`config.mk`:
```
export PLATFORM = sky130hd
export DESIGN_NAME = wrpa_entry_calc
export DESIGN_NICKNAME = d
export VERILOG_FILES = /design/src/hw/rtl/windowed_rms_power_accumulator_macros.svh /design/src/hw/rtl/wrpa_pkg.sv /design/src/hw/rtl/wrpa_entry_calc.sv
export SDC_FILE = /design/constraint.sdc
export NUM_CORES = 1
export LEC_CHECK = 0
export BUFFER_PORTS_ARGS = -buffer_cell sky130_fd_sc_hd__buf_2
export CORE_ASPECT_RATIO = 0.6
export CORE_MARGIN = 5
export CORE_UTILIZATION = 40
export DETAILED_ROUTE_END_ITERATION = 12
export PLACE_DENSITY_LB_ADDON = 0.12
export REMOVE_ABC_BUFFERS = 1
export SLEW_MARGIN = 15
export SYNTH_ARGS = -nofsm -noshare
export SYNTH_HDL_FRONTEND = slang
export SYNTH_SLANG_ARGS = --single-unit
```
`constraint.sdc`:
```
create_clock -name vclk -period 14.6
set_input_delay 0 -clock vclk [all_inputs]
set_output_delay 0 -clock vclk [all_outputs]
set_load 0.1 [all_outputs]
```
`src/hw/rtl/windowed_rms_power_accumulator_macros.svh`:
```
`ifndef WINDOWED_RMS_POWER_ACCUMULATOR_MACROS_SVH
`define WINDOWED_RMS_POWER_ACCUMULATOR_MACROS_SVH

// same-cycle check
`define WRPA_ASSERT_SAME(label, ante, cons, msg) \
    label: assert property (@(posedge clk) disable iff (!rst_n) (ante) |-> (cons)) \
        else $error(msg);

// next-cycle check
`define WRPA_ASSERT_NEXT(label, ante, cons, msg) \
    label: assert property (@(posedge clk) disable iff (!rst_n) (ante) |=> (cons)) \
        else $error(msg);

`endif

```
`src/hw/rtl/wrpa_pkg.sv`:
```
package wrpa_pkg;

    localparam int PERIOD_W   = 11;
    localparam int SAMPLE_W   = 13;
    localparam int ENTRY_W    = 16;
    localparam int SUM_W      = 32;

    localparam int POWER_SHIFT = 12;
    localparam int VOLT_SHIFT  = 12;
    localparam int LOAD_SHIFT  = 6;
    localparam int IND_SHIFT   = 11;

    localparam logic [PERIOD_W-1:0] PERIOD_RESET = 11'd1024;

    typedef logic signed [SAMPLE_W-1:0] sample_t;
    typedef logic [ENTRY_W-1:0]         entry_t;
    typedef logic [SUM_W-1:0]           sum_t;

    typedef struct packed {
        entry_t power;
        entry_t out_voltage;
        entry_t in_voltage;
        entry_t load;
        entry_t inductor;
    } ring_entry_t;

    function automatic sum_t sext_entry(input entry_t e);
        return {{(SUM_W-ENTRY_W){e[ENTRY_W-1]}}, e};
    endfunction

endpackage

```
`src/hw/rtl/wrpa_entry_calc.sv`:
```
module wrpa_entry_calc
    import wrpa_pkg::*;
(
    input  sample_t     out_voltage,
    input  sample_t     in_voltage,
    input  sample_t     load_current,
    input  sample_t     inductor_current,
    output ring_entry_t entry
);

    localparam int PROD_W = 2 * SAMPLE_W;

    function automatic logic [SAMPLE_W-1:0] mag(input sample_t x);
        return x[SAMPLE_W-1] ? SAMPLE_W'(-x) : SAMPLE_W'(x);
    endfunction

    logic signed [PROD_W-1:0] power_prod;
    logic signed [PROD_W-1:0] power_shifted;
    logic [SAMPLE_W-1:0]      ov_mag;
    logic [SAMPLE_W-1:0]      iv_mag;
    logic [SAMPLE_W-1:0]      load_mag;
    logic [SAMPLE_W-1:0]      ind_mag;
    logic [PROD_W-1:0]        ov_sq;
    logic [PROD_W-1:0]        iv_sq;
    logic [PROD_W-1:0]        load_sq;
    logic [PROD_W-1:0]        ind_sq;

    always_comb
    begin
        power_prod    = PROD_W'(out_voltage) * PROD_W'(inductor_current);
        // arithmetic shift gives the floor for negative products
        power_shifted = power_prod >>> POWER_SHIFT;

        ov_mag   = mag(out_voltage);
        iv_mag   = mag(in_voltage);
        load_mag = mag(load_current);
        ind_mag  = mag(inductor_current);

        ov_sq   = PROD_W'(ov_mag) * PROD_W'(ov_mag);
        iv_sq   = PROD_W'(iv_mag) * PROD_W'(iv_mag);
        load_sq = PROD_W'(load_mag) * PROD_W'(load_mag);
        ind_sq  = PROD_W'(ind_mag) * PROD_W'(ind_mag);

        entry.power       = power_shifted[ENTRY_W-1:0];
        entry.out_voltage = ENTRY_W'(ov_sq >> VOLT_SHIFT);
        entry.in_voltage  = ENTRY_W'(iv_sq >> VOLT_SHIFT);
        // load term may exceed 16 bits and wraps
        entry.load        = ENTRY_W'(load_sq >> LOAD_SHIFT);
        entry.inductor    = ENTRY_W'(ind_sq >> IND_SHIFT);
    end

endmodule

```
==> impl_metrics.csv <==
group,metric,value,unit
timing,fin_ws,6417,ps
route,viasPerCell,4.739,
clock_tree,cts_setup_buffers,0,
yosys,ys_seq_area_share,0,%
timing,fin_tns_setup,0,ps
floorplan,die_y,197.8,um
route,drt_iter0_drc,877,
route,firstDrtPassIters,5,
global_route,grt_pass1_wl,98300,um
route,wl_per_cell,16.02,um
setup_path,max_stage_delay,580,ps
layout,design.seq.count,0,
setup_path,crit_buf_inv,7,
placement,dp_slack,6359,ps
timing,post-route-period-util,56.05,%
timing,setup_viol,0,
timing,fmax,122.2,MHz
yosys,yosysWarnings,0,
run,maxCapViolCount,0,
global_route,overflow,0,
clock_tree,hold_buffers,0,
setup_path,cp_data_arrival_time,8180,ps
yosys,avgSynthCellArea,8.659,um^2
route,totalWireLength,57660,um
route,vias,17057,
global_route,grt_pass1_vias,18225,
layout,nets,3725,
yosys,synthCells,2716,
layout,layout_common_cells,"inv_1, fa_1, ha_1",
layout,clockBufferCount,0,
yosys,synthesis.area,23520,um^2
layout,layout_commonest_cell,"inv_1",
timing,period_minus_slack,8183,ps
floorplan,die_w,323.0,um
floorplan,initial_core_util,40.65,%
run_status,status,"finished, final reports clean",
setup_path,cp-end-kind,"output pin",
yosys,synth_cell_types,67,
floorplan,io_pins,132,
floorplan,num_rows,68,
setup_path,slowest_stage,"xor2_1",
layout,fin_cells,3599,
setup_path,crit_type,"in2out",
layout,seqCellArea,0,um^2
layout,drive_gt1_share,5.660,%
worst_hold_path,hp-class,"in2out",
global_route,antenna_found_initial,3,
route,postRouteAntennaNets,0,
layout,fillCellCount,5816,
route,drc,0,
setup_path,critPathLaunchType,"input port",
timing,max_slew_margin,20.55,%
placement,io_buffer_count,127,
setup_path,critPathMaxFanout,19,
global_route,grt_usage,18.86,%
timing,hold_viol,0,
timing,drv_slew,0,
placement,place_congestion,0.9280,
layout,synthToLayoutAreaGrowth,6.570,%
floorplan,core,57860,um^2
setup_path,cp_top_family,"adder cells",
floorplan,dieArea,63910,um^2
timing,worstMarginPinSlew,1181,ps
setup_path,crit_required,14600,ps
clock_tree,postCtsResizedCells,0,
placement,placed_cells,3597,
placement,dp_hpwl,52120,um
timing,fin_hold_ws,919.9,ps
timing,rsz0062_at_grt,"no",
global_route,grt_max_degree,29,
[cell type report]
class / instances / area [um^2] / share of cell area (%)
repair buffers: 135 / 695.7 / 2.776
multi-input cells: 1868 / 20310 / 81.02
inverters: 824 / 3093 / 12.34
diodes: 2 / 5.005 / 0.01997
well taps: 770 / 963.4 / 3.844
[layer usage]
metal  up-vias  share of wire [%]  global-route usage, %
met2       415                 39                  26.41
met1      8466                 54                  31.96
met4         2               0.16                 0.2410
met3         8                6.9                  2.963
met5         -              0.023                      0
li1       8166                  -                      -
[worst paths after layout]
kind                        from   endpoint  slack [ps]  cells after the start
setup / recovery  out_voltage[0]  entry[61]        6420                     26
hold / removal    in_voltage[10]  entry[45]         920                      6
[metrics by stage]
step | area, um^2 | util [%]
after floorplan | 23400 | -
after detailed placement | 25060 | 43.31
after global routing | 25060 | 43.31
after global placement | 25060 | 43.31
after CTS | 25060 | 43.31
final | 25060 | 43.32
[cell families after synthesis]
| group | after synthesis | synth area share [%] |
|---|---|---|
| compound gates | 186 | 5.283 |
| xor+xnor | 152 | 5.724 |
| fa+ha+maj | 844 | 62.14 |
| buf+inv | 885 | 14.25 |
| mux | 6 | 0.2766 |
| other cells | 2 | 0.03193 |
| simple gates | 641 | 12.30 |
[cells in the mapped netlist (all sizes together), types with 5 or more instances]
master    n  share of area (%)
nor3     17               0.36
a21o     28               0.89
nor2b     6               0.16
clkbuf   51               0.81
or2       6               0.16
or4       6               0.22
fa      540                 46
nor2    172                2.8
and3     10               0.29
xnor2    99                3.7
nor4     10               0.33
o21ai    33               0.70
nand4    11               0.29
o21bai    8               0.26
a21oi    52                1.1
ha      304                 16
o211ai    6               0.19
and2     69                1.8
nand2b   22               0.59
o21a     14               0.45
nand3    15               0.32
a31oi     5               0.13
inv     820                 13
o31ai    10               0.40
buf      10               0.28
xor2     53                2.0
o41ai     7               0.29
nand2   284                4.6
Power is not shown: default switching activity piles up to over one toggle a cycle in this logic, so the estimate is an artifact.
